`config.mk`:
```
export PLATFORM = sky130hd
export DESIGN_NAME = rmq_div_cell
export DESIGN_NICKNAME = d
export VERILOG_FILES = /design/src/rtl/rmq_pkg.sv /design/src/rtl/rmq_div_cell.sv
export SDC_FILE = /design/constraint.sdc
export NUM_CORES = 1
export LEC_CHECK = 0
export BUFFER_PORTS_ARGS = -buffer_cell sky130_fd_sc_hd__clkbuf_2
export CORE_MARGIN = 3
export CORE_UTILIZATION = 40
export DETAILED_ROUTE_END_ITERATION = 8
export HOLD_SLACK_MARGIN = 0.03
export PLACE_DENSITY_LB_ADDON = 0.25
export SETUP_SLACK_MARGIN = 0.05
export SYNTH_ARGS = -nofsm -noshare
export SYNTH_HDL_FRONTEND = slang
export SYNTH_SLANG_ARGS = --single-unit
```
`constraint.sdc`:
```
create_clock -name clk -period 1.5 [get_ports clk]
set_input_delay 0.3 -clock clk [delete_from_list [all_inputs] [get_ports clk]]
set_output_delay 0.3 -clock clk [all_outputs]
set_load 0.05 [all_outputs]
```
`src/rtl/rmq_pkg.sv`:
```
// ----------------------------------------------------------------------------
// rmq_pkg: shared types and constants
// Widths of the normalized datapath and the control word that travels with
// each item through the cell chains.
// ----------------------------------------------------------------------------
package rmq_pkg;

	// four quaternion components: x, y, z, w
	localparam int LANES      = 4;
	// normalized magnitude width, largest magnitude lies in [2^30, 2^31)
	localparam int MAG_W      = 31;
	// sum of four squared magnitudes
	localparam int SUM_W      = 64;
	// integer root of the sum
	localparam int ROOT_W     = 32;
	// one root cell per result bit
	localparam int ROOT_STEPS = 32;

	// control word handed from cell to cell
	typedef struct packed {
		logic             valid;
		logic             degen;
		logic [LANES-1:0] neg;
	} ctl_t;

endpackage

```
`src/rtl/rmq_div_cell.sv`:
```
// ----------------------------------------------------------------------------
// rmq_div_cell: one quotient bit of the restoring divider
// Four lanes share one divisor; each lane shifts in a numerator bit at the
// bottom of its remainder and a quotient bit at the bottom of x.
// ----------------------------------------------------------------------------
module rmq_div_cell import rmq_pkg::*; #(
	parameter int QB = 16
) (
	input  logic                           clk,
	input  logic                           arst_n,
	input  logic                           en,
	input  ctl_t                           ctl_in,
	input  logic [ROOT_W-1:0]              l_in,
	input  logic [LANES-1:0][ROOT_W-1:0]   rem_in,
	input  logic [LANES-1:0][QB-1:0]       x_in,
	output ctl_t                           ctl_q,
	output logic [ROOT_W-1:0]              l_q,
	output logic [LANES-1:0][ROOT_W-1:0]   rem_q,
	output logic [LANES-1:0][QB-1:0]       x_q
);

	logic [LANES-1:0][ROOT_W:0]   cand;
	logic [LANES-1:0]             fit;
	logic [LANES-1:0][ROOT_W-1:0] rem_nx;
	logic [LANES-1:0][QB-1:0]     x_nx;

	// compare and subtract per lane
	always_comb begin
		for (int c = 0; c < LANES; c++) begin
			cand[c]   = {rem_in[c], x_in[c][QB-1]};
			fit[c]    = (cand[c] >= {1'b0, l_in});
			rem_nx[c] = fit[c] ? ROOT_W'(cand[c] - {1'b0, l_in}) : cand[c][ROOT_W-1:0];
			x_nx[c]   = {x_in[c][QB-2:0], fit[c]};
		end
	end

	always_ff @(posedge clk or negedge arst_n) begin
		if (!arst_n) begin
			ctl_q <= '0;
		end else if (en) begin
			ctl_q <= ctl_in;
		end
	end

	always_ff @(posedge clk) begin
		if (en) begin
			l_q   <= l_in;
			rem_q <= rem_nx;
			x_q   <= x_nx;
		end
	end

endmodule

```
==> Word-level counts from Yosys, hierarchy flattened <==
Cells that the tools add are included.
{ "op_classes": {"n_addsub": 4, "magnitude_cmp": 4, "muxes": 4} }
{ "op_table": {"columns": ["operator", "count"], "rows": [
  ["33-bit by 32-bit >= comparator with 1-bit output", 4],
  ["32-bit 2-to-1 mux", 4],
  ["32-bit subtractor", 4]
]} }
{ "totals": {"register_bits": 230, "in_bits": 233, "out_inout_bits": 230, "elab_cells": 24} }

==> Depth between registers and ports, before layout <==
{ "logic_depth": {"word_depth": 2, "depth_mapped": 14, "depth_no_buf": 12} }

==> Least setup slack after synthesis <==
No wires, ideal clock.
{ "synth_timing": {"path_kind": "in2reg", "startpoint": "input l_in[22]", "endpoint": "register rem_q[40] (netlist name), data pin", "setup_time_ns": 0.260, "t_arrival_ns": 2.811, "t_required_ns": 1.240, "path_slack_ns": -1.572, "cell_stages": 11, "n_path_buf": 1, "cell_sequence": "inv_1 -> ha_1 -> buf_6 -> a21o_1 -> a21o_1 -> a21o_1 -> o311a_1 -> o21ai_2 -> a21oi_2 -> a2111oi_4 -> mux2_4"} }
{ "synth_rtl": {"columns": ["item", "line_no", "rtl"], "rows": [
  ["start, declared", "rmq_div_cell.sv:13", "input logic [ROOT_W-1:0] l_in,"],
  ["end signal, assigned", "rmq_div_cell.sv:48", "rem_q <= rem_nx;"],
  ["end, declared", "rmq_div_cell.sv:18", "output logic [LANES-1:0][ROOT_W-1:0] rem_q,"]
]} }

==> flow_metrics.tcl <==
set metrics [dict create \
    status "finished with violations" \
    failed_checks "setup timing" \
    rrSetupSlack_ns 0.67 \
    holdPathEnd "rem_q[73]" \
    num_vias 17600 \
    wl_mm 73.6 \
    final.setup_skew_ns 0 \
    holdPathStages 3 \
    worstMarginPinSlew_ns 0.711 \
    via_per_inst 5.59 \
    p_switching_mw 10.6 \
    layout-drive-gt1-share 0.531 \
    die_w_microns 201 \
    startpoint_type "input port" \
    reg2reg_to "ctl_q[0]" \
    cp_num_buf_inv 5 \
    htreeDepth 1 \
    worst_ir_drop_vdd_v 0.000958 \
    p_seq_frac 0.309 \
    syn_avg_cell_area_sq_um 10.0 \
    power.density_nw_per_um2 994 \
    grt_setup_unrepaired "true" \
    use_met1 0.368 \
    maxSlewHeadroom 0.522 \
    wire_per_inst_microns 23.3 \
    critPathMaxStageDelay_ns 0.57 \
    grt_pass1_wl_mm 97.0 \
    drv_cap 0 \
    antenna_found_initial 4 \
    fmax_ghz 0.366 \
    crit_required_ns 1.81 \
    pin_count 463 \
    yosysTopAreaCell "edfxtp_1" \
    io_buffers 462 \
    hold_path.startpoint "rem_in[72]" \
    holdWs_ns 0.0438 \
    layout_setup_ws_ns -1.23 \
    path_max_fanout 8 \
    reg2reg_from "ctl_q[0]" \
    critical_path.slowest_cell "or4_4" \
    core_area_sq_um 37100 \
    hp-class "in -> reg" \
    use_met2 0.522 \
    cts_inserted_buffers 27 \
    crit_chain "buf_8 -> clkinvlp_4 -> buf_6 -> ha_4 -> nand4_1 -> or4_4 -> nor4_4 -> o311a_1 -> o21ai_2 -> a21oi_2 -> a2111oi_4 -> buf_6 -> clkbuf_16 -> nand2_2 -> o21ai_2" \
    dp_cells 2918 \
    timing_worst_setup_path_type "in -> reg" \
    grt_max_degree 33 \
    yosysTopAreaCellShare 0.440 \
    cp.arrival_ns 3.04 \
    grtUsageTotal 0.308 \
    yosysSeqAreaShare 0.450 \
    remaining_drc_errors 0 \
    grt.met3_usage 0.0681 \
    detail-route-antenna-nets 0 \
    first_pass_iters 7 \
    drt_iter0_drc 1302 \
    hold_violations 0 \
    cts_root_buf "clkbuf_16" \
    placed_cell_area_sq_um 22300 \
    nFillCells 2420 \
    grt_busiest_layer "met2" \
    die_y_microns 201 \
    initial_core_util 0.412 \
    p_int_mw 17.0 \
    switching_share 0.383 \
    grt_overflow 0 \
    synthesis.area_sq_um 15300 \
    reg2regPathDepth 1 \
    worstSkewPairLatency_ns 0.53 \
    post-route-min-period_ns 2.73 \
    dieArea_sq_um 40600 \
    async_flop_share 0.0261 \
    slew_violations 0 \
    synth_most_common_cell "edfxtp_1" \
    yosys_warnings 0 \
    fin_crit_sh 1.82 \
    synth_cell_types 67 \
    areaGrowthSynthToFinish_pct 81.5 \
    end_kind "register" \
    comb_power_share 0.463 \
    cts_tree "done" \
    synthTopCellsByArea "edfxtp_1 (44%), ha_1 (10%), o21ai_0 (5.2%)" \
    critical-path-top-delay-family "simple AND/OR/NAND/NOR gates" \
    finalPower_mw 27.6 \
    setup_violations 138 \
    synthCells 1528 \
    clock_sinks 230 \
    path_clk_slew_ns 0.07 \
    globalplace.congestion 0.966 \
    nets 2995 \
    ys_ff_latch 230 \
    synth_common_cells "edfxtp_1 (224), nand2_1 (163), o21ai_0 (158)" \
    synth_nets 1893 \
    grt_pass1_vias 16800 \
    rows 70 \
    final-instance-count-excl-fill 3157 \
    synth_flop_cell "edfxtp_1" \
    dp_hpwl_mm 50.4 \
    design_area_sq_um 27700 \
    utilization 0.747 \
    clockBufferDepth 3 \
    synth_edf_count 224 \
    clkPwrFrac 0.228 \
    leakagePower_nw 12.5 \
]
state kept, by name, indices dropped and copies added (netlist names):
name / flops
rem_q: 128
l_q: 32
x_q: 64
ctl_q: 6
final cells by class:
cell class | count | area [sq um] | area share
Multi-Input combinational cell | 1170 | 9620 | 0.347
Tap cell | 504 | 631 | 0.0227
Timing Repair Buffer | 1140 | 9470 | 0.341
Inverter | 61 | 323 | 0.0116
Sequential cell | 230 | 6880 | 0.248
Antenna cell | 3 | 7.51 | 0.000271
Clock buffer | 38 | 748 | 0.0270
Clock inverter | 11 | 67.6 | 0.00244
cell usage in the layout, fill, tap and decap left out, drive strengths merged, types with 48 or more instances in the layout:
cell type    count
buf            777
dlygate4sd3     99
clkbuf         302
xor2            48
a21o            61
nand2          163
ha             128
o21ai          159
inv             54
edfxtp         224
nor2            92
a21oi          147
xnor2           63
kinds of logic after synthesis:
group                      share of synthesized area
AOI/OAI and AO/OA                              0.201
and+or+nand+nor                                0.123
DFF                                            0.450
adders and majority gates                      0.110
buffers and inverters                         0.0359
xor gates and xnor gates                      0.0636
muxes                                         0.0160
through the flow:
step / setup slack (ns) / TNS (ns)
final: -1.23 / -141.86
after global routing: -1.27 / -152.82
after CTS: -1.09 / -128.40
after detailed placement: -1.82 / -220.18
after global placement: -1.79 / -213.07
after floorplan: -1.26 / -151.23
how the worst max path moves through the flow:
stage / startpoint / endpoint / slack, ns / cells past startpoint
finish: l_in[8] / rem_q[59] / -1.23 / 15
global route: l_in[8] / rem_q[59] / -1.27 / 15
CTS: l_in[8] / rem_q[26] / -1.09 / 14
detailed placement: l_in[0] / rem_q[62] / -1.82 / 12
global placement: l_in[0] / rem_q[62] / -1.79 / 12
floorplan: l_in[14] / rem_q[67] / -1.26 / 11
layer usage:
layer | share of wire | vias to the layer above | wire length (microns)
met5 | 0.00030 | - | 22
li1 | - | 7905 | -
met2 | 0.48 | 941 | 35400
met3 | 0.081 | 242 | 5940
met4 | 0.066 | 4 | 4830
met1 | 0.37 | 8540 | 27300
power groups by stage:
stage	clock, mW	sequential [mW]	combinational [mW]
6_report	6.29	8.52	12.8
3_5_place_dp	0	8.49	10.1
4_1_cts	6.29	8.38	10.9
3_3_place_gp	0	8.48	9.99
2_1_floorplan	0	11.2	3.46
5_1_grt	6.58	8.57	13.3
repair_timing:
action                                  4_1_cts  5_1_grt
hold buffers                                 98        1
pin swaps                                    28       85
setup buffers                                32       37
gates resized for setup                     153      979
hold endpoints to repair                    104        1
gates cloned                                  5       18
endpoints found under the setup margin      362      362
Power figures use the tool's default switching activity.
