**config.mk**
```make
export PLATFORM = sky130hd
export DESIGN_NAME = rmq_norm_cell
export DESIGN_NICKNAME = d
export VERILOG_FILES = /design/src/rtl/rmq_pkg.sv /design/src/rtl/rmq_norm_cell.sv
export SDC_FILE = /design/constraint.sdc
export NUM_CORES = 1
export LEC_CHECK = 0
export ABC_AREA = 1
export BUFFER_PORTS_ARGS = -buffer_cell sky130_fd_sc_hd__buf_2
export CORE_ASPECT_RATIO = 1.4
export CORE_MARGIN = 3
export CORE_UTILIZATION = 45
export CTS_CLUSTER_SIZE = 20
export DETAILED_ROUTE_END_ITERATION = 16
export HOLD_SLACK_MARGIN = 0.02
export PLACE_DENSITY = 0.89
export SYNTH_ARGS = -nofsm -noshare
export SYNTH_HDL_FRONTEND = slang
export SYNTH_SLANG_ARGS = --single-unit
export TNS_END_PERCENT = 30
```
**constraint.sdc**
```tcl
create_clock -name clk -period 0.8 [get_ports clk]
set_input_delay 0.04 -clock clk [delete_from_list [all_inputs] [get_ports clk]]
set_output_delay 0.04 -clock clk [all_outputs]
set_load 0.02 [all_outputs]
```
**src/rtl/rmq_pkg.sv**
```systemverilog
// ----------------------------------------------------------------------------
// rmq_pkg: shared types and constants
// Widths of the normalized datapath and the control word that travels with
// each item through the cell chains.
// ----------------------------------------------------------------------------
package rmq_pkg;

	// four quaternion components: x, y, z, w
	localparam int LANES      = 4;
	// normalized magnitude width, largest magnitude lies in [2^30, 2^31)
	localparam int MAG_W      = 31;
	// sum of four squared magnitudes
	localparam int SUM_W      = 64;
	// integer root of the sum
	localparam int ROOT_W     = 32;
	// one root cell per result bit
	localparam int ROOT_STEPS = 32;

	// control word handed from cell to cell
	typedef struct packed {
		logic             valid;
		logic             degen;
		logic [LANES-1:0] neg;
	} ctl_t;

endpackage

```
**src/rtl/rmq_norm_cell.sv**
```systemverilog
// ----------------------------------------------------------------------------
// rmq_norm_cell: one step of the normalizing shifter
// Shifts all four magnitudes left by SHIFT when the top SHIFT bits of the
// running maximum are clear.
// ----------------------------------------------------------------------------
module rmq_norm_cell import rmq_pkg::*; #(
	parameter int W     = 31,
	parameter int SHIFT = 1
) (
	input  logic                      clk,
	input  logic                      arst_n,
	input  logic                      en,
	input  ctl_t                      ctl_in,
	input  logic [LANES-1:0][W-1:0]   mag_in,
	input  logic [W-1:0]              max_in,
	output ctl_t                      ctl_q,
	output logic [LANES-1:0][W-1:0]   mag_q,
	output logic [W-1:0]              max_q
);

	logic hit;

	// leading bits all zero: take the shift
	assign hit = (max_in[W-1 -: SHIFT] == '0);

	always_ff @(posedge clk or negedge arst_n) begin
		if (!arst_n) begin
			ctl_q <= '0;
		end else if (en) begin
			ctl_q <= ctl_in;
		end
	end

	always_ff @(posedge clk) begin
		if (en) begin
			for (int c = 0; c < LANES; c++) begin
				mag_q[c] <= hit ? (mag_in[c] << SHIFT) : mag_in[c];
			end
			max_q <= hit ? (max_in << SHIFT) : max_in;
		end
	end

endmodule

```
# == After elaboration in Yosys (flattened, before gate mapping) ==
# Index checks and enable logic that the tools add are counted.
# classes
mux,5
# ops
op,n
two-way mux 31 bit,4
two-way mux 30 bit,1
# word_totals
reg_bits,161
input_bits,164
output_inout_bits,161
wordCells,19

# == Logic depth before layout (Yosys ltp) ==
# Gate-level depths: netlist of run 1.
# logic_depth
depth_word,1
ltp_mapped,5
ltp_nobuf,3

# == Least setup slack after synthesis of run 1 ==
# OpenSTA, ideal clock, no wires.
# synth_timing
path_kind,input to register
from,in max_in[30]
to,reg max_q[30] (data pin)
setup_ps,262
t_arrival_ps,465
required_ps,538
setup_slack_ps,73
cell_stages,2
n_path_buf,1
cell_sequence,buf_2 > or2_2
# synth_lines
item,line,source
"start, declared",rmq_norm_cell.sv:15,"input logic [W-1:0] max_in,"
"end signal, assigned",rmq_norm_cell.sv:39,max_q <= hit ? (max_in << SHIFT) : max_in;
"end, declared",rmq_norm_cell.sv:18,output logic [W-1:0] max_q
# No word-level cell between the ends.

# == Worst setup path after layout of run 1 ==
# layout_timing
from,reg mag_q[110] in the netlist's numbering
to,out mag_q[110] in the netlist's numbering
# layout_lines
item,line,source
"start, declared",rmq_norm_cell.sv:17,"output logic [LANES-1:0][W-1:0] mag_q,"
"start signal, assigned by index",rmq_norm_cell.sv:37,mag_q[c] <= hit ? (mag_in[c] << SHIFT) : mag_in[c];
# No word-level cell between the ends.

==> reports/qor.log, run 1 <==
[status] status complete, but fails checks
[status] violations in the final reports setup timing
[power] fraction of power consumed by combinational cells 20.4%
[route] number of DRC markers after the initial detailed-route iteration 573
[timing] skew final 0 ns
[synthesis] Syn Inst Count 672
[synthesis] Post-Synthesis Mean Instance Area 10.1 um^2
[critical_path] crit path cell chain buf_6
[timing] post-route clock period utilization 136%
[timing] peak clock frequency supported by timing 916 MHz
[timing] Slew headroom 75.9%
[synthesis] top_reg_cell synth sky130_fd_sc_hd__edfxtp_1
[timing] post-layout worst setup margin -0.291 ns
[critical_path] worst-path cell with the longest stage delay sky130_fd_sc_hd__edfxtp_1
[floorplan] die height 151 um
[clocking] clock buffers created by TritonCTS 17
[critical_path] crit-path max FO 1
[critical_path] category of the most critical setup path flop to output pin
[clocking] clk root buf sky130_fd_sc_hd__clkbuf_16
[hold_path] type of the most critical hold path input pin to flop
[power] switching fraction of total power 28.3%
[route] per-cell via count in the routed design 5.06
[critical_path] Critical Path End Type output pin
[synthesis] Synth top area share 68.6%
[clocking] CTS Buffer Depth 2
[synthesis] proportion of synthesized chip area in sequential cells 70.9%
[synthesis] Cell Area, Synth 6780 um^2
[critical_path] longest individual stage delay on the worst path 0.47 ns
[clocking] clock network latency to the later pin of the worst-skew pair 0.40 ns
[route] first-pass iteration count of the detailed router 5
[global_routing] pin count of the biggest net entering global routing 48
[power] static power due to leakage 5.52 nW
[synthesis] number of enable-type register cells in the synthesized netlist 155
[synthesis] synth cell count leaders 470 x sky130_fd_sc_hd__nand2_1, 155 x sky130_fd_sc_hd__edfxtp_1, 23 x sky130_fd_sc_hd__buf_2, 7 x sky130_fd_sc_hd__buf_4
[power] net switching power figure 6.48 mW
[timing] number of max-slew violations in the final report 0
[placement] routability cong. 0.926
[synthesis] dominant cell type by area after synthesis sky130_fd_sc_hd__edfxtp_1
[synthesis] top cells by area, synth sky130_fd_sc_hd__edfxtp_1 69%, sky130_fd_sc_hd__nand2_1 26%, sky130_fd_sc_hd__dfrtp_1 2.2%
[critical_path] required time reported for the critical path endpoint 0.76 ns
[timing] transition time at the pin with the least slew margin 0.361 ns
[critical_path] crit start category flop
[run] max cap viols 0
[power] total power after layout 22.9 mW
[floorplan] number of top-level pins 325
[power] internal power of the cells 16.4 mW
[power] pwr dens 2020 nW/um^2
[global_routing] total routing usage reported by global routing 30.1%
[synthesis] number of different library cells in the post-synthesis netlist 9
[floorplan] starting density of the core 46.3%
[route] Antenna Violating Nets Remaining 0
[placement] Inst Count DP 1175
[synthesis] yosys warns 0
[placement] Detailed Place HPWL 15100 um
[synthesis] Async S/R FF share, synth 3.73%
[critical_path] CP bufs+invs 1
[route] detailed-route wire length per cell 18.9 um
[clocking] clock input transition at the sequential cells of the worst setup and hold paths 0.07 ns
[floorplan] Std-Cell Rows 52
[power] share of total power in the clock network 33.7%
[synthesis] library cell with the highest instance count after synthesis sky130_fd_sc_hd__nand2_1
[critical_path] crit path DAT 1.05 ns
[route] routed via count 6947
[finish] share of post-route cells with drive strength above 1 32.4%
[route] Routed Wire Length 25900 um
[global_routing] wire length of the first global-routing pass 37400 um
[timing] Setup Viol. Count Final 161
[power] sequential group share of total power 45.8%
[clocking] CTS tree done
[critical_path] dominant delay contributor by cell family on the critical path flip-flops
[clocking] clk sink count 161
[timing] clock period minus final worst setup slack 1.09 ns
[floorplan] die extent in x 110 um
[finish] growth of design area from synthesis to finish 67.0%
[floorplan] floorplan core area 14600 um^2
[placement] Port Buffers 324
[finish] count of non-filler cells in the finished layout 1374
[floorplan] Die Footprint 16600 um^2
[global_routing] number of global-route vias before repair 7279
[synthesis] post-synthesis net count 836
[timing] setup repair after global routing missed its margin yes
[route] number of remaining DRC errors 0
[timing] count of final hold-check violations 0
[clocking] CTS HTree Levels 4
[clocking] CTS hold repair buffers 162
[global_routing] sum of overflow across all layers after global routing 0
[global_routing] number of antenna violations at the first check in global routing 4
[finish] Total Nets Final 1333
[synthesis] Seq cells post-synth 161
[power] worst-case vdd ir drop 1300 uV
[timing] total negative slack -30.44 ns
## routing by layer
metal / vias to the layer above / GRT usage (%) / wire, um
li1: 3154 / - / -
met1: 3170 / 29.6 / 8130
met2: 485 / 53.5 / 13900
met3: 136 / 9.25 / 2170
met4: 2 / 19.8 / 1750
met5: - / 0 / 13
## worst min-delay path: cells and delay by family
kind | cells | cell delay [ns]
simple gates | 1 | 0.10
buf+inv | 2 | 0.19
## what timing repair did
item,in CTS,in global routing
gates resized for setup,64,73
endpoints found under the hold margin,167,1
setup endpoints to repair,161,162
setup buffers,1,1
## layout make-up
cell class,instances,area [um^2]
diodes,3,7.51
clock buffers,20,457
well taps,189,236
multi-input cells,471,1770
flip-flops and latches,161,4800
fillers,870,3310
clock inverters,12,98.8
inverters,7,28.8
repair buffers,511,3920
## stage by stage
stage	util [%]	instance area (um^2)	hold WS (ns)	setup slack [ns]
after floorplan	-	6780	-0.256	0.0729
after global placement	59.6	8720	-0.133	-0.0812
after detailed placement	59.6	8720	-0.131	-0.125
after CTS	75.8	11100	0.0217	-0.275
after global routing	77.4	11300	0.0148	-0.321
final	77.4	11300	0.0242	-0.291
## flip-flops by register name, summed over array words and instances, names as in the netlist
name / cells
mag_q: 124
ctl_q: 6
max_q: 31
## worst paths after layout
path / startpoint / endpoint / slack, ns / cells past startpoint
setup / recovery: mag_q[110] / mag_q[110] / -0.29 / 1
hold / removal: max_in[29] / max_q[30] / 0.02 / 3
setup reg to reg: ctl_q[0] / ctl_q[0] / 0.02 / 3
hold reg to reg: ctl_q[5] / ctl_q[5] / 0.51 / 2
max in group asynchronous: arst_n / ctl_q[0] / 0.12 / 3
min in group asynchronous: arst_n / ctl_q[5] / 0.52 / 3
## placed cells by master (no fill, tap or decap)
cell type and n:
sky130_fd_sc_hd__clkbuf_16 17, sky130_fd_sc_hd__buf_4 20, sky130_fd_sc_hd__buf_2 257, sky130_fd_sc_hd__clkinv_2 1, sky130_fd_sc_hd__clkinvlp_4 2, sky130_fd_sc_hd__or2_2 1, sky130_fd_sc_hd__buf_6 67, sky130_fd_sc_hd__edfxtp_1 155
sky130_fd_sc_hd__dfrtp_1 6, sky130_fd_sc_hd__clkbuf_8 2, sky130_fd_sc_hd__inv_1 6, sky130_fd_sc_hd__dlygate4sd3_1 161, sky130_fd_sc_hd__diode_2 3, sky130_fd_sc_hd__inv_6 4, sky130_fd_sc_hd__clkinv_4 5, sky130_fd_sc_hd__nand2_1 470
sky130_fd_sc_hd__buf_12 6, sky130_fd_sc_hd__inv_4 1, sky130_fd_sc_hd__clkbuf_1 1
## cells by family (layout without fill, tap and decap cells)
kind of cell / after synthesis / after routing / synth area share (%)
other: 0 / 3 / 0
AND/OR/NAND/NOR: 471 / 471 / 26.1
buffers and inverters: 40 / 550 / 3.03
flip-flops: 161 / 161 / 70.9
## power by group through the flow
stage | Sequential, mW | Combinational [mW] | Clock, mW
finish | 10.5 | 4.68 | 7.72
global route | 10.5 | 4.96 | 8.24
CTS | 10.4 | 4.32 | 7.69
detailed placement | 10.5 | 3.51 | 0
global placement | 10.5 | 3.41 | 0
floorplan | 11.5 | 0.759 | 0
No activity file was read; power rests on OpenSTA's default activity.
==> run 2: changes to the inputs <==
--- a/config.mk
+++ b/config.mk
@@ -5,9 +5,8 @@
 export SDC_FILE = /design/constraint.sdc
 export NUM_CORES = 1
 export LEC_CHECK = 0
-export ABC_AREA = 1
 export BUFFER_PORTS_ARGS = -buffer_cell sky130_fd_sc_hd__buf_2
-export CORE_ASPECT_RATIO = 1.4
+export CAP_MARGIN = 20
 export CORE_MARGIN = 3
 export CORE_UTILIZATION = 45
 export CTS_CLUSTER_SIZE = 20
==> run 2 against run 1 <==
  * The run ends with hold timing, setup timing left
  * Count of clock-buffer cells in the layout rose by 3
  * Die area is 0.35% higher
  * Utilization up 3.7 points
  * Final cell count down 22%
  * Via count is 23% lower
  * Combinational power is 7.1% higher
  * Sequential share of layout area is 2.1 points lower
  * First-iteration DRC count down 35%
  * Sequential power is essentially flat
  * Worst hold slack worse by 0.083 ns
  * Largest cell class unchanged
  * Highest routed layer is now met4
==> reports/qor.log, run 2 <==
[status] status complete, but fails checks
[status] violations in the final reports hold timing, setup timing
[finish] Largest regs mag_q (124), max_q (31), ctl_q (6)
[timing] Setup Viol. Count Final 232
[finish] growth of design area from synthesis to finish 74.9%
[route] metal3 WL 1580 um
[synthesis] Post-Synthesis Mean Instance Area 20.0 um^2
[timing] transition time at the pin with the least slew margin 0.224 ns
[route] detailed-route wire length per cell 22.4 um
[critical_path] worst-path cell with the longest stage delay sky130_fd_sc_hd__edfxtp_1
[timing] minimum hold slack -0.0584 ns
[global_routing] sum of overflow across all layers after global routing 0
[synthesis] number of different library cells in the post-synthesis netlist 8
[finish] share of the core filled with cells in the final layout 81.1%
[power] sequential group share of total power 45.3%
[synthesis] Async S/R FF share, synth 3.73%
[synthesis] Synth top area share 68.3%
[floorplan] number of top-level pins 325
[synthesis] post-synthesis net count 504
[power] switching fraction of total power 26.0%
[power] internal power of the cells 17.2 mW
[synthesis] Cell Area, Synth 6810 um^2
[finish] number of flip-flops under the largest register name 124
[synthesis] top_reg_cell synth sky130_fd_sc_hd__edfxtp_1
[hold_path] type of the most critical hold path input pin to flop
[route] number of DRC markers after the initial detailed-route iteration 373
[critical_path] crit path DAT 1.01 ns
[timing] Slew headroom 85.1%
[floorplan] starting density of the core 46.4%
[placement] routability cong. 0.855
[clocking] clk root buf sky130_fd_sc_hd__clkbuf_16
[floorplan] floorplan core area 14700 um^2
[global_routing] number of antenna violations at the first check in global routing 3
[placement] Detailed Place HPWL 13100 um
[clocking] clock input transition at the sequential cells of the worst setup and hold paths 0.07 ns
[route] top layer reached by signal wires met4
[power] static power due to leakage 5.73 nW
[timing] count of final hold-check violations 2
[floorplan] Std-Cell Rows 44
[floorplan] die extent in x 129 um
[synthesis] top cells by area, synth sky130_fd_sc_hd__edfxtp_1 68%, sky130_fd_sc_hd__mux2_2 26%, sky130_fd_sc_hd__clkbuf_8 2.4%
[timing] peak clock frequency supported by timing 951 MHz
[finish] Final Instance Area 11900 um^2
[timing] post-layout worst setup margin -0.251 ns
[synthesis] Syn Inst Count 340
[critical_path] Critical Path End Type output pin
[global_routing] pin count of the biggest net entering global routing 33
[finish] highest-count cells in the layout ignoring fill and taps 237 x sky130_fd_sc_hd__buf_2, 155 x sky130_fd_sc_hd__edfxtp_1, 111 x sky130_fd_sc_hd__mux2_2
[timing] total negative slack -32.62 ns
[placement] post-placement cell area 8880 um^2
[synthesis] dominant cell type by area after synthesis sky130_fd_sc_hd__edfxtp_1
[critical_path] crit path cell chain buf_2
[power] fraction of power consumed by combinational cells 21.5%
[route] routed via count 5361
[timing] skew final 0 ns
[route] detailed-route wire length on metal 1 8050 um
[global_routing] number of global-route vias before repair 5841
[timing] clock period minus final worst setup slack 1.05 ns
[clocking] CTS HTree Levels 4
[timing] number of max-slew violations in the final report 0
[power] net switching power figure 6.05 mW
[route] per-cell via count in the routed design 5.03
[run] max cap viols 0
[power] worst-case vdd ir drop 1310 uV
[global_routing] wire length of the first global-routing pass 32100 um
[finish] register bank with the most flops mag_q
[route] Routed Wire Length 23900 um
[critical_path] longest individual stage delay on the worst path 0.41 ns
[placement] Inst Count DP 867
[floorplan] die height 129 um
[floorplan] Die Footprint 16700 um^2
[clocking] CTS Buffer Depth 2
[route] first-pass iteration count of the detailed router 4
[placement] Port Buffers 324
[finish] leading cell type in the layout, fill and taps excluded sky130_fd_sc_hd__buf_2
[route] Antenna Violating Nets Remaining 0
[timing] setup repair after global routing missed its margin yes
[finish] Total Nets Final 1029
[route] number of remaining DRC errors 0
[finish] share of post-route cells with drive strength above 1 62.9%
[power] share of total power in the clock network 33.2%
[clocking] clk sink count 161
[critical_path] dominant delay contributor by cell family on the critical path flip-flops
[critical_path] category of the most critical setup path flop to output pin
[route] Routed met2 length 13400 um
[clocking] CTS hold repair buffers 160
[timing] post-route clock period utilization 131%
[clocking] clock buffers created by TritonCTS 17
[critical_path] crit start category flop
[synthesis] Seq cells post-synth 161
[global_routing] total routing usage reported by global routing 25.5%
[synthesis] proportion of synthesized chip area in sequential cells 70.5%
[critical_path] CP bufs+invs 1
[critical_path] crit-path max FO 1
[synthesis] number of enable-type register cells in the synthesized netlist 155
[critical_path] required time reported for the critical path endpoint 0.76 ns
[power] pwr dens 1950 nW/um^2
[synthesis] synth cell count leaders 155 x sky130_fd_sc_hd__edfxtp_1, 155 x sky130_fd_sc_hd__mux2_2, 12 x sky130_fd_sc_hd__clkbuf_8, 6 x sky130_fd_sc_hd__dfrtp_1
[finish] count of non-filler cells in the finished layout 1065
[clocking] clock network latency to the later pin of the worst-skew pair 0.41 ns
[synthesis] yosys warns 0
[clocking] CTS tree done
## run 2: cell types whose count changed after synthesis
| cell | delta |
|---|---|
| sky130_fd_sc_hd__clkbuf_8 | +12 |
| sky130_fd_sc_hd__buf_2 | -22 |
| sky130_fd_sc_hd__inv_2 | -1 |
| sky130_fd_sc_hd__inv_1 | -6 |
| sky130_fd_sc_hd__buf_6 | +5 |
| sky130_fd_sc_hd__mux2_2 | +155 |
| sky130_fd_sc_hd__and2_1 | +5 |
| sky130_fd_sc_hd__nand2_1 | -470 |
| sky130_fd_sc_hd__clkbuf_1 | -3 |
| sky130_fd_sc_hd__buf_4 | -7 |
## run 2: area by class of cell
class / instances / area, um^2
clock inverter: 9 / 55.1
clock buffer: 23 / 499
fill: 687 / 2780
multi-input combinational: 161 / 1950
timing repair buffer: 524 / 4370
sequential: 161 / 4800
antenna: 3 / 7.51
tap: 184 / 230
## run 2: timing repair
action                                  4_1_cts  5_1_grt
endpoints found under the setup margin      161      273
setup buffers                                 2        1
gates resized for setup                      74      218
endpoints found under the hold margin       168        5
gates cloned                                  0        0
## run 2: power groups by stage
stage / clock [mW] / combinational, mW / sequential, mW
floorplan: 0 / 0.923 / 11.6
global placement: 0 / 3.48 / 10.5
finish: 7.72 / 5.01 / 10.5
CTS: 7.73 / 4.41 / 10.4
detailed placement: 0 / 3.57 / 10.5
global route: 8.14 / 5.24 / 10.6
## run 2: logic make-up after synthesis
logic type    Yosys count  share of synthesized area [%]
flops                 161                           70.5
mux                   155                           25.6
buf+inv                18                           3.32
simple gates            6                          0.551
## run 2: stage by stage
step	worst slack, ns	hold WS [ns]	total power [mW]
2_1_floorplan	-0.0877	-0.256	12.5
3_3_place_gp	-0.292	-0.141	14.0
3_5_place_dp	-0.325	-0.132	14.1
4_1_cts	-0.262	-0.0713	22.6
5_1_grt	-0.296	-0.0696	24.0
6_report	-0.251	-0.0584	23.3
## run 2: worst paths after layout
| path | startpoint | endpoint | slack [ns] | cells past startpoint |
|---|---|---|---|---|
| worst max-delay path | mag_q[111] | mag_q[111] | -0.25 | 1 |
| worst min-delay path | max_in[29] | max_q[30] | -0.06 | 2 |
| worst max register to register | ctl_q[1] | ctl_q[1] | -0.14 | 2 |
| worst min register to register | ctl_q[4] | ctl_q[4] | 0.53 | 1 |
| max in group asynchronous | arst_n | ctl_q[1] | 0.11 | 3 |
| min in group asynchronous | arst_n | ctl_q[0] | 0.55 | 3 |
## run 2: routing by layer
metal  GRT usage, %  vias to the layer above
li1               -                     2410
met1           27.3                     2598
met2           46.2                      293
met3           6.84                       60
met4           12.7                        0
met5              0                        -
