--- src/rtl/rmq_pkg.sv ---
// ----------------------------------------------------------------------------
// rmq_pkg: shared types and constants
// Widths of the normalized datapath and the control word that travels with
// each item through the cell chains.
// ----------------------------------------------------------------------------
package rmq_pkg;

	// four quaternion components: x, y, z, w
	localparam int LANES      = 4;
	// normalized magnitude width, largest magnitude lies in [2^30, 2^31)
	localparam int MAG_W      = 31;
	// sum of four squared magnitudes
	localparam int SUM_W      = 64;
	// integer root of the sum
	localparam int ROOT_W     = 32;
	// one root cell per result bit
	localparam int ROOT_STEPS = 32;

	// control word handed from cell to cell
	typedef struct packed {
		logic             valid;
		logic             degen;
		logic [LANES-1:0] neg;
	} ctl_t;

endpackage

--- src/rtl/rmq_sqrt_cell.sv ---
// ----------------------------------------------------------------------------
// rmq_sqrt_cell: one iteration of the integer square root
// Restoring digit-by-digit root, two radicand bits per cell; the magnitudes
// ride along unchanged.
// ----------------------------------------------------------------------------
module rmq_sqrt_cell import rmq_pkg::*; #(
	parameter int STEP = 0
) (
	input  logic                          clk,
	input  logic                          arst_n,
	input  logic                          en,
	input  ctl_t                          ctl_in,
	input  logic [SUM_W-1:0]              n_in,
	input  logic [SUM_W-1:0]              r_in,
	input  logic [LANES-1:0][MAG_W-1:0]   mag_in,
	output ctl_t                          ctl_q,
	output logic [SUM_W-1:0]              n_q,
	output logic [SUM_W-1:0]              r_q,
	output logic [LANES-1:0][MAG_W-1:0]   mag_q
);

	localparam logic [SUM_W-1:0] BIT =
		{{(SUM_W-1){1'b0}}, 1'b1} << (2 * (ROOT_STEPS - 1 - STEP));

	logic [SUM_W:0] trial;
	logic           fit;

	// try to take r + b out of the remainder
	assign trial = {1'b0, r_in} + {1'b0, BIT};
	assign fit   = ({1'b0, n_in} >= trial);

	always_ff @(posedge clk or negedge arst_n) begin
		if (!arst_n) begin
			ctl_q <= '0;
		end else if (en) begin
			ctl_q <= ctl_in;
		end
	end

	always_ff @(posedge clk) begin
		if (en) begin
			n_q   <= fit ? (n_in - trial[SUM_W-1:0]) : n_in;
			r_q   <= fit ? ((r_in >> 1) + BIT) : (r_in >> 1);
			mag_q <= mag_in;
		end
	end

endmodule

--- config.mk ---
export PLATFORM = sky130hd
export DESIGN_NAME = rmq_sqrt_cell
export DESIGN_NICKNAME = d
export VERILOG_FILES = /design/src/rtl/rmq_pkg.sv /design/src/rtl/rmq_sqrt_cell.sv
export SDC_FILE = /design/constraint.sdc
export NUM_CORES = 1
export LEC_CHECK = 0
export BUFFER_PORTS_ARGS = -buffer_cell sky130_fd_sc_hd__buf_2
export CORE_AREA = 5 5 198 200
export DETAILED_ROUTE_END_ITERATION = 16
export DIE_AREA = 0 0 203 205
export GPL_TIMING_DRIVEN = 0
export PLACE_DENSITY = 0.61
export REMOVE_ABC_BUFFERS = 1
export SYNTH_ARGS = -nofsm -noshare
export SYNTH_HDL_FRONTEND = slang
export SYNTH_SLANG_ARGS = --single-unit
export TNS_END_PERCENT = 50
--- constraint.sdc ---
create_clock -name clk -period 1.9 [get_ports clk]
set_clock_uncertainty 0.1 [all_clocks]
set_input_delay 0.095 -clock clk [delete_from_list [all_inputs] [get_ports clk]]
set_output_delay 0.095 -clock clk [all_outputs]
set_load 0.05 [all_outputs]
Yosys cells after proc, flatten, opt, wreduce, memory -nomap -nowiden
Cells that the tools add are included.

storage, ports and cells
  logic and storage cells = 16
  output and inout port bits = 258
  input bits = 261
  register bits after elaboration = 258

cells by class
  $lt $le $gt $ge = 1
  multiplexer cells = 2
  add/sub/neg operators = 3

operators with widths
  cell                                                              number
  64-bit by 63-bit adder with 65-bit output, second input constant  1
  64-bit by 65-bit >= comparator with 1-bit output                  1
  63-bit by 63-bit adder with 64-bit output, second input constant  1
  64-bit 2-to-1 mux                                                 1
  64-bit subtractor                                                 1
  63-bit 2-to-1 mux                                                 1

Logic depth before layout (Yosys ltp)
Gate-level depths: netlist of run 1.

  depth in word-level cells = 3
  mapped depth = 14
  mapped depth without buffers = 12

Least setup slack after synthesis of run 1
OpenSTA, ideal clock, no wires.

  path type = input -> register
  start point = input port r_in[16]
  end point = register n_q[63] (data pin)
  setup time = 0.180 ns
  required time = 1.620 ns
  cell stages on the path = 12
  buffers on the path = 1
  data arrival time = 2.632 ns
  path slack = -1.011 ns
  cells stage by stage = inv_1 ha_1 buf_6 nand4_2 or3_4 a2111oi_2 nor3_1 a21o_1 a2111o_1 a21o_1 and4_4 o41ai_2

between the ends
  cells in the longest elaborated chain, start to end = 3
  elaborated cells on any way between the ends = 4
  classes of those cells = 2 x add/sub; 1 x order compare; 1 x mux

ends and longest elaborated chain
  what                                                                                   RTL line                                  text
  from (decl)                                                                            rmq_sqrt_cell.sv:14                       input logic [SUM_W-1:0] r_in,
  64-bit by 63-bit adder with 65-bit output *                                            rmq_sqrt_cell.sv:29                       assign trial = {1'b0, r_in} + {1'b0, BIT};
  64-bit subtractor or 64-bit by 65-bit >= comparator with 1-bit output (tied branches)  rmq_sqrt_cell.sv:42, rmq_sqrt_cell.sv:30
  64-bit 2-to-1 mux *                                                                    rmq_sqrt_cell.sv:42                       n_q <= fit ? (n_in - trial[SUM_W-1:0]) : n_in;
  to (signal assigned)                                                                   rmq_sqrt_cell.sv:42
  to (decl)                                                                              rmq_sqrt_cell.sv:17                       output logic [SUM_W-1:0] n_q,

Mark *: on every way between the ends. The rest lies on a longest branch, timed or not.
A chain may end at the register's enable or synchronous reset.

Worst setup path after layout of run 1
  start point = input port r_in[8]
  end point = register n_q[16] (data pin)

The elaborated chain is that of the path after synthesis.

==> results of run 1 <==
## power breakdown
part / switching [W] / internal (W)
combinational: 0.00412 / 0.00229
clock: 0.00232 / 0.00346
sequential: 0.000139 / 0.00689
total: 0.00658 / 0.0126
## state kept, by name, indices dropped and copies added, names as in the netlist
register and flops:
mag_q 124, ctl_q 6, r_q 64, n_q 64
## logic make-up after synthesis
logic type,after synthesis,share of synthesized area (%)
multiplexers,7,0.616
AO/OA/AOI/OAI,309,15.4
XOR/XNOR,49,3.35
adder cells (fa/ha/maj),66,6.51
buffers and inverters,119,4.05
AND/OR/NAND/NOR,267,9.80
flip-flops,258,60.3
## routing by layer
metal	part of all wire (%)	track usage (%)
met1	35	23.7
met4	3.6	8.97
met5	0.095	0
met2	55	44.6
met3	6.7	5.27
## area by class of cell
class	count	area (sq um)	share of cell area, %
Inverter	81	314	1.45
Sequential cell	258	7720	35.6
Clock buffer	31	733	3.38
Multi-Input combinational cell	698	5730	26.4
Clock inverter	20	239	1.10
Tap cell	474	593	2.74
Antenna cell	9	22.5	0.104
Timing Repair Buffer	861	6320	29.2
## timing repair
action                                 4_1_cts  5_1_grt
setup endpoints to repair                   66       66
setup buffers                               54       15
hold buffers                               256        3
resized for setup                          185      136
endpoints found under the hold margin      318       58
pin swaps                                   56       56
cloned                                       8        1
## how the worst min path moves through the flow
stage	end	from	depth (start not counted)
after global routing	n_q[0]	n_in[0]	3
after global placement	ctl_q[0]	arst_n	1
final	n_q[0]	n_in[0]	3
after CTS	n_q[0]	n_in[0]	3
after floorplan	ctl_q[0]	arst_n	0
after detailed placement	ctl_q[5]	arst_n	1
## layout by cell type (no fill, tap or decap), types with 9 or more instances in the layout
cell	n
buf_2	505
a31oi_1	11
a21o_1	43
o21bai_1	16
a21oi_2	12
edfxtp_1	252
inv_1	66
clkbuf_16	30
ha_2	17
inv_2	11
nand2_4	11
buf_8	9
ha_1	24
dlygate4sd3_1	259
o21ai_2	37
o21a_1	14
xor2_1	18
buf_4	48
nand4_1	19
buf_16	11
nor3_1	13
buf_6	21
o21ai_1	22
diode_2	9
o21ai_0	27
nor2_1	39
xnor2_1	30
ha_4	24
nand2_1	103
a21oi_4	13
nand3_1	17
a21oi_1	52
nand2_2	11
## metrics by stage
stage,power (W),worst slack [ns],util (%),instance area [sq um],cells
after CTS,0.0190,-0.660,56.3,21000,2406
after global placement,0.0120,-5.15,42.4,15800,2029
after detailed placement,0.0120,-2.36,42.9,16000,2037
final,0.0192,-0.680,58.2,21700,2432
after global routing,0.0200,-0.727,58.2,21700,2430
after floorplan,0.0105,-2.85,-,12600,1037
## critical path: stages
cell and delay [ns]:
buf_2 0.09, inv_2 0.04, ha_4 0.26, a21oi_4 0.19, o21ai_2 0.10, a21o_1 0.21
o21ai_4 0.24, a211oi_4 0.10, o311a_4 0.42, o31ai_4 0.31, buf_8 0.15, buf_12 0.12
buf_16 0.13, mux2_4 0.29
==> results.json, run 1 <==
{
  "area_added_between_synthesis_and_finish_pct": 69.3,
  "post_synth_top_cells": "252 x edfxtp_1, 124 x nand2_1, 81 x inv_1",
  "placement_rows": 71,
  "hold_crit_class": "input pin to register",
  "wl_per_cell_microns": 21.1,
  "ys_seq_area_share_pct": 60.3,
  "worst_setup_path_start": "r_in[8]",
  "io_buffer_count": 518,
  "worstRegToRegCells": 1,
  "power.leakage_nw": 9.34,
  "leading_cell_type_by_number_of_instances_after_synthesis": "edfxtp_1",
  "antenna_found_initial": 14,
  "run_status": "finished, violations left",
  "clk_pin_slew_worst_paths_ns": 0.06,
  "async_flop_share_pct": 2.33,
  "max_clock_freq_ghz": 0.388,
  "gr-total-overflow": 0,
  "floorplan.die_area_sq_mm": 0.0416,
  "wirelength_microns": 51300,
  "rr_startpoint": "ctl_q[2]",
  "rsz0062_at_grt": "true",
  "postSynthAreaPerCell_sq_um": 11.9,
  "criticalPathCategory": "input pin to register",
  "tritoncts": "yes",
  "violations": "hold timing, setup timing",
  "synth_edf_count": 252,
  "via_count": 12300,
  "clock_latency_of_the_later_clocked_register_in_the_worst_skew_pair_ns": 0.53,
  "drc": 0,
  "detailedRoute.firstIterationViolations": 604,
  "first_global_vias": 12700,
  "globalplace.congestion": 0.878,
  "timing.critical_path.from_type": "input pin",
  "final_layout_size_suffix_gt1_share_pct": 43.9,
  "synth.ff_latch_count": 258,
  "ys_warn_count": 0,
  "core_box_area_sq_mm": 0.0372,
  "drt_pass1_iterations": 4,
  "reg2reg_to": "ctl_q[2]",
  "grt_first_pass_wirelength_microns": 74300,
  "fin_hold_ws_ns": -0.286,
  "via_per_inst": 5.04,
  "maximum_number_of_pins_on_one_net_before_global_route_repair": 126,
  "final_critical_period_ns": 2.58,
  "synth_area_leaders": "edfxtp_1 59%, ha_1 6.4%, nand2_1 3.6%, a21oi_1 2.9%, a21o_1 2.6%",
  "final_nets": 2256,
  "critPathMaxFanout": 6,
  "timing_max_transition_violations_final": 0,
  "critical_path.endpoint_type": "register",
  "clockRootBuffer": "clkbuf_16",
  "synth.top_cell.area_share_pct": 59.1,
  "netlist-cell-type-count": 68,
  "die_width_microns": 203,
  "tightestPinTransition_ns": 0.833,
  "yosys_most_used_dff": "edfxtp_1",
  "final_clock_period_utilization_by_the_worst_path_pct": 136,
  "htree_levels": 1,
  "detailed_place_hpwl_microns": 35200,
  "post_synth_instance_area_sq_mm": 0.0128,
  "io_pins": 519,
  "finalHoldViolCount": 55,
  "fillerInstances": 2974,
  "rrSetupSlack_ns": 1.04,
  "die_h_microns": 205,
  "critical_path_arrival_ns": 2.77,
  "initial_cell_density_of_the_core_pct": 34.4,
  "timing.critical_path.required_ns": 2.09,
  "layout_setup_ws_ns": -0.680,
  "max-clock-path-buffers": 3,
  "drv.max_cap_violation_count": 0,
  "clock_sinks": 258,
  "maxSlewHeadroom_pct": 43.9,
  "cts-buffers-inserted": 29,
  "power_per_cell_area_mw_per_mm2": 887,
  "setup_viol_count_final": 66,
  "setup-tns-final_ns": -34.08,
  "antenna_left": 0,
  "groute.usage.overall_pct": 22.9,
  "synth_top_area_cell": "edfxtp_1",
  "synthCells": 1075,
  "worst_setup_path_endpoint": "n_q[16]",
  "power.ir.vdd_worst_mv": 0.744
}
Power figures use the tool's default switching activity.
==> inputs of run 2 (changes only) <==
Settings changed: SKIP_LAST_GASP set to 1.
==> run 2 against run 1 <==
Compared with the run above: the flow still finishes with violations (hold timing, setup timing); first-iteration DRC count down 2.5%; total power down 1.4%; cell count down 0.21%; flip-flop and latch count unchanged; count of clock-buffer cells in the layout unchanged; combinational power down 4.1%; critical path depth unchanged; maximum frequency down 0.29%; non-clock buffer count down 4; critical endpoint unchanged; largest power group unchanged.
==> results.json, run 2 (same netlist as run 1, synthesis figures left out) <==
{
  "critPathMaxFanout": 6,
  "tritoncts": "yes",
  "area_added_between_synthesis_and_finish_pct": 65.6,
  "maximum_number_of_pins_on_one_net_before_global_route_repair": 126,
  "final_nets": 2252,
  "layout_common_cells": "507 x buf_2, 259 x dlygate4sd3_1, 252 x edfxtp_1",
  "io_buffer_count": 518,
  "most_common_cell_after_layout_fill_and_taps_aside": "buf_2",
  "setup_viol_count_final": 66,
  "grt_first_pass_wirelength_microns": 74100,
  "floorplan.die_area_sq_mm": 0.0416,
  "wl_per_cell_microns": 21.0,
  "detailedRoute.firstIterationViolations": 589,
  "layout_setup_ws_ns": -0.687,
  "timing.critical_path.required_ns": 2.09,
  "clock_sinks": 258,
  "initial_cell_density_of_the_core_pct": 34.4,
  "antenna_left": 0,
  "path_cells": "buf_6 -> ha_4 -> nor2b_4 -> o2111ai_4 -> buf_4 -> a21oi_4 -> o21ai_4 -> a211oi_4 -> o311a_4 -> o31ai_4 -> buf_8 -> buf_12 -> buf_16 -> mux2_4",
  "via_per_inst": 4.99,
  "critical_path_depth": 14,
  "placement_rows": 71,
  "critical_path_arrival_ns": 2.77,
  "drt_pass1_iterations": 4,
  "final_layout_size_suffix_gt1_share_pct": 40.1,
  "placement.setup.worst_slack_ns": -2.36,
  "die_width_microns": 203,
  "drv.max_cap_violation_count": 0,
  "globalplace.congestion": 0.878,
  "clock_latency_of_the_later_clocked_register_in_the_worst_skew_pair_ns": 0.53,
  "tightestPinTransition_ns": 0.823,
  "critical_path.top_delay_family": "compound AO/OA/AOI/OAI gates",
  "detailed_place_hpwl_microns": 35200,
  "rsz0062_at_grt": "true",
  "final_critical_period_ns": 2.59,
  "top_register": "mag_q",
  "core_box_area_sq_mm": 0.0372,
  "clk_pin_slew_worst_paths_ns": 0.06,
  "hold_crit_class": "input pin to register",
  "critical_path.endpoint_type": "register",
  "finalHoldViolCount": 55,
  "cpPeakStageDelay_ns": 0.41,
  "gr-total-overflow": 0,
  "run_status": "finished, violations left",
  "max-clock-path-buffers": 3,
  "fin_hold_ws_ns": -0.265,
  "violations": "hold timing, setup timing",
  "maxSlewHeadroom_pct": 44.7,
  "via_count": 12100,
  "timing_max_transition_violations_final": 0,
  "io_pins": 519,
  "wirelength_microns": 50900,
  "antenna_found_initial": 13,
  "max_clock_freq_ghz": 0.387,
  "groute.usage.overall_pct": 22.9,
  "critPathBufInv": 5,
  "drc": 0,
  "largest_reg_flops": 124,
  "power.leakage_nw": 9.22,
  "final_clock_period_utilization_by_the_worst_path_pct": 136,
  "power.ir.vdd_worst_mv": 0.698,
  "power_per_cell_area_mw_per_mm2": 894,
  "p_total_w": 0.0189,
  "fillerInstances": 3035,
  "timing.critical_path.slowest_stage_cell": "o311a_4",
  "worstRegToRegCells": 1,
  "rrSetupSlack_ns": 1.04,
  "largestRegisters": "mag_q: 124 flops, n_q: 64 flops, r_q: 64 flops",
  "cts-buffers-inserted": 29,
  "first_global_vias": 12700,
  "hold_path_depth": 3,
  "die_h_microns": 205,
  "criticalPathCategory": "input pin to register",
  "clockRootBuffer": "clkbuf_16",
  "timing.critical_path.from_type": "input pin",
  "htree_levels": 1
}
==> run 2: cell types whose count changed in the layout (fill, tap and decap cells not counted), moves of 7 or more <==
| cell | delta |
|---|---|
| ha_2 | -7 |
| buf_6 | -7 |
| nand2_4 | -9 |
| o21ai_1 | +31 |
| o21ai_2 | -32 |
| nand2_1 | +19 |
| nand2_2 | -10 |
==> run 2: path summary, 6_finish.rpt <==
| kind | startpoint | to |
|---|---|---|
| worst min-delay path | n_in[0] | n_q[0] |
| min in group asynchronous | arst_n | ctl_q[2] |
| max in group asynchronous | arst_n | ctl_q[1] |
| worst max-delay path | n_in[1] | n_q[16] |
| worst min register to register | ctl_q[4] | ctl_q[4] |
| worst max register to register | ctl_q[2] | ctl_q[2] |
==> run 2: tightest hold or removal path, delay by kind of cell <==
kind | cells | cell delay (ns)
buf+inv | 1 | 0.09
compound gates | 1 | 0.06
simple gates | 1 | 0.04
==> run 2: area by class of cell <==
type	instances	area, sq um	area share [%]
Antenna cell	8	20.0	0.0945
Clock buffer	31	733	3.46
Clock inverter	20	239	1.13
Inverter	81	312	1.47
Multi-Input combinational cell	698	5330	25.2
Sequential cell	258	7720	36.4
Tap cell	474	593	2.80
Timing Repair Buffer	857	6240	29.5
==> run 2: where the power goes <==
group | internal, W | switching (W) | leakage, nW
logic | 0.00219 | 0.00397 | 6.23
clock network | 0.00346 | 0.00230 | 0.458
registers | 0.00689 | 0.000138 | 2.53
total | 0.0125 | 0.00641 | 9.22
==> run 2: metal layers <==
| metal | vias to the layer above | routed length, microns | GRT usage [%] |
|---|---|---|---|
| met5 | - | 50 | 0 |
| met4 | 10 | 2060 | 8.97 |
| met3 | 116 | 3580 | 5.27 |
| met2 | 505 | 27600 | 44.6 |
| met1 | 5760 | 17600 | 23.7 |
| li1 | 5724 | - | - |
==> run 2: what timing repair did <==
action	CTS	global route
setup buffers	54	10
endpoints found under the setup margin	66	66
resized for setup	163	37
endpoints found under the hold margin	318	58
pin swaps	48	15
gates cloned	8	0
hold buffers	256	3
==> run 2: per-stage QoR <==
stage | util (%) | cell area, sq um | cells | setup TNS [ns]
6_report | 56.9 | 21200 | 2427 | -38.04
5_1_grt | 56.9 | 21200 | 2425 | -42.00
4_1_cts | 56.2 | 20900 | 2406 | -33.64
3_5_place_dp | 42.9 | 16000 | 2037 | -129.26
3_3_place_gp | 42.4 | 15800 | 2029 | -1098.69
2_1_floorplan | - | 12600 | 1037 | -177.38
==> inputs of run 3 (changes only) <==
Settings changed: CTS_BUF_LIST set to sky130_fd_sc_hd__clkbuf_16.
==> run 3 against run 2 <==
Compared with the run above: critical path depth unchanged; count of clock-buffer cells in the layout down 2; die area unchanged; flip-flop and latch count unchanged; combinational power about the same; critical path type unchanged; setup slack about the same; sequential power about the same; non-clock buffer count unchanged; the flow still finishes with violations (hold timing, setup timing); clock power about the same; total power about the same; design area unchanged.
==> results.json, run 3 (same netlist as run 1, synthesis figures left out) <==
{
  "final_layout_size_suffix_gt1_share_pct": 40.1,
  "max_clock_freq_ghz": 0.387,
  "wirelength_microns": 50900,
  "placement.setup.worst_slack_ns": -2.36,
  "placement_rows": 71,
  "antenna_left": 0,
  "violations": "hold timing, setup timing",
  "power.leakage_nw": 9.23,
  "critPathBufInv": 5,
  "timing.critical_path.slowest_stage_cell": "o311a_4",
  "final_core_utilization_pct": 56.9,
  "most_common_cell_after_layout_fill_and_taps_aside": "buf_2",
  "die_h_microns": 205,
  "finalHoldViolCount": 55,
  "clock_latency_of_the_later_clocked_register_in_the_worst_skew_pair_ns": 0.53,
  "largest_reg_flops": 124,
  "tightestPinTransition_ns": 0.834,
  "critical_path_arrival_ns": 2.77,
  "p_switching_w": 0.00641,
  "layout_setup_ws_ns": -0.687,
  "groute.usage.overall_pct": 22.9,
  "floorplan.die_area_sq_mm": 0.0416,
  "hold_crit_class": "input pin to register",
  "clockRootBuffer": "clkbuf_16",
  "htree_levels": 1,
  "pwr-share-seq_pct": 37.1,
  "core_box_area_sq_mm": 0.0372,
  "final_nets": 2252,
  "criticalPathCategory": "input pin to register",
  "detailedRoute.firstIterationViolations": 553,
  "initial_cell_density_of_the_core_pct": 34.4,
  "max-clock-path-buffers": 3,
  "drt_pass1_iterations": 5,
  "critical_path.top_delay_family": "compound AO/OA/AOI/OAI gates",
  "global_route_layer_with_the_greatest_usage": "met2",
  "setup_viol_count_final": 66,
  "globalRouteMet2Util_pct": 44.6,
  "io_pins": 519,
  "timing.critical_path.from_type": "input pin",
  "drc": 0,
  "final_critical_period_ns": 2.59,
  "power.ir.vdd_worst_mv": 0.697,
  "top_register": "mag_q",
  "combPwrFrac_pct": 32.5,
  "maximum_number_of_pins_on_one_net_before_global_route_repair": 126,
  "gr-total-overflow": 0,
  "power_per_cell_area_mw_per_mm2": 894,
  "globalplace.congestion": 0.878,
  "via_per_inst": 4.99,
  "power_share_of_the_clock_group_pct": 30.4,
  "io_buffer_count": 518,
  "setup-tns-final_ns": -38.09,
  "internal_power_w": 0.0125,
  "die_width_microns": 203,
  "clock_sinks": 258,
  "largestRegisters": "mag_q: 124 flops, n_q: 64 flops, r_q: 64 flops",
  "timing_max_transition_violations_final": 0,
  "maxSlewHeadroom_pct": 43.9,
  "run_status": "finished, violations left",
  "first_global_vias": 12700,
  "timing.critical_path.required_ns": 2.09,
  "grt_first_pass_wirelength_microns": 74100,
  "drv.max_cap_violation_count": 0,
  "wl_per_cell_microns": 21.0,
  "cpPeakStageDelay_ns": 0.41,
  "finish.instance_area_sq_mm": 0.0212,
  "via_count": 12100,
  "path_cells": "buf_6 -> ha_4 -> nor2b_4 -> o2111ai_4 -> buf_4 -> a21oi_4 -> o21ai_4 -> a211oi_4 -> o311a_4 -> o31ai_4 -> buf_8 -> buf_12 -> buf_16 -> mux2_4",
  "rsz0062_at_grt": "true",
  "antenna_found_initial": 13,
  "critPathMaxFanout": 6,
  "fraction_of_met1_tracks_used_by_global_routing_pct": 23.7,
  "final_clock_period_utilization_by_the_worst_path_pct": 136,
  "clk_pin_slew_worst_paths_ns": 0.06,
  "net_switching_fraction_of_the_power_pct": 33.9,
  "detailed_place_hpwl_microns": 35200,
  "layout_common_cells": "507 x buf_2, 259 x dlygate4sd3_1, 252 x edfxtp_1",
  "fin_hold_ws_ns": -0.260,
  "use_met3_pct": 5.27,
  "placed_cell_area_sq_mm": 0.0160,
  "area_added_between_synthesis_and_finish_pct": 65.6,
  "critical_path.endpoint_type": "register",
  "tritoncts": "yes",
  "cts-buffers-inserted": 29
}
[run 3: area by class of cell]
class / count / area [sq um]
inverter: 81 / 312
timing repair buffer: 857 / 6240
antenna: 8 / 20.0
clock buffer: 29 / 726
fill: 3035 / 16000
clock inverter: 22 / 246
sequential: 258 / 7720
multi-input combinational: 698 / 5330
tap: 474 / 593
[run 3: power by group through the flow]
stage / registers (W) / clock network [W] / logic, W
3_3_place_gp: 0.00716 / 0 / 0.00480
5_1_grt: 0.00707 / 0.00616 / 0.00649
4_1_cts: 0.00702 / 0.00591 / 0.00602
6_report: 0.00703 / 0.00575 / 0.00616
3_5_place_dp: 0.00713 / 0 / 0.00491
2_1_floorplan: 0.00905 / 0 / 0.00145
[run 3: metal layers]
layer	wire (microns)	up-vias
li1	-	5720
met1	17700	5776
met2	27600	482
met3	3480	115
met5	50	-
met4	2050	10
[run 3: what timing repair did]
item	4_1_cts	5_1_grt
gates resized for setup	163	37
hold buffers	256	3
endpoints found under the setup margin	66	66
pin swaps	48	15
hold endpoints to repair	318	58
gates cloned	8	0
buffers inserted	54	10
[run 3: final timing paths]
check,start,end,slack [ns],cells past startpoint
hold reg to reg,ctl_q[4],ctl_q[4],0.41,1
max in group asynchronous,arst_n,ctl_q[3],1.03,3
hold / removal,n_in[0],n_q[0],-0.26,3
setup reg to reg,ctl_q[2],ctl_q[2],1.04,1
setup / recovery,n_in[1],n_q[16],-0.69,14
min in group asynchronous,arst_n,ctl_q[2],0.44,3
[run 3: through the flow]
step           std cells  total power (W)
2_1_floorplan       1037           0.0105
3_3_place_gp        2029           0.0120
3_5_place_dp        2037           0.0120
4_1_cts             2406           0.0189
5_1_grt             2425           0.0197
6_report            2427           0.0189
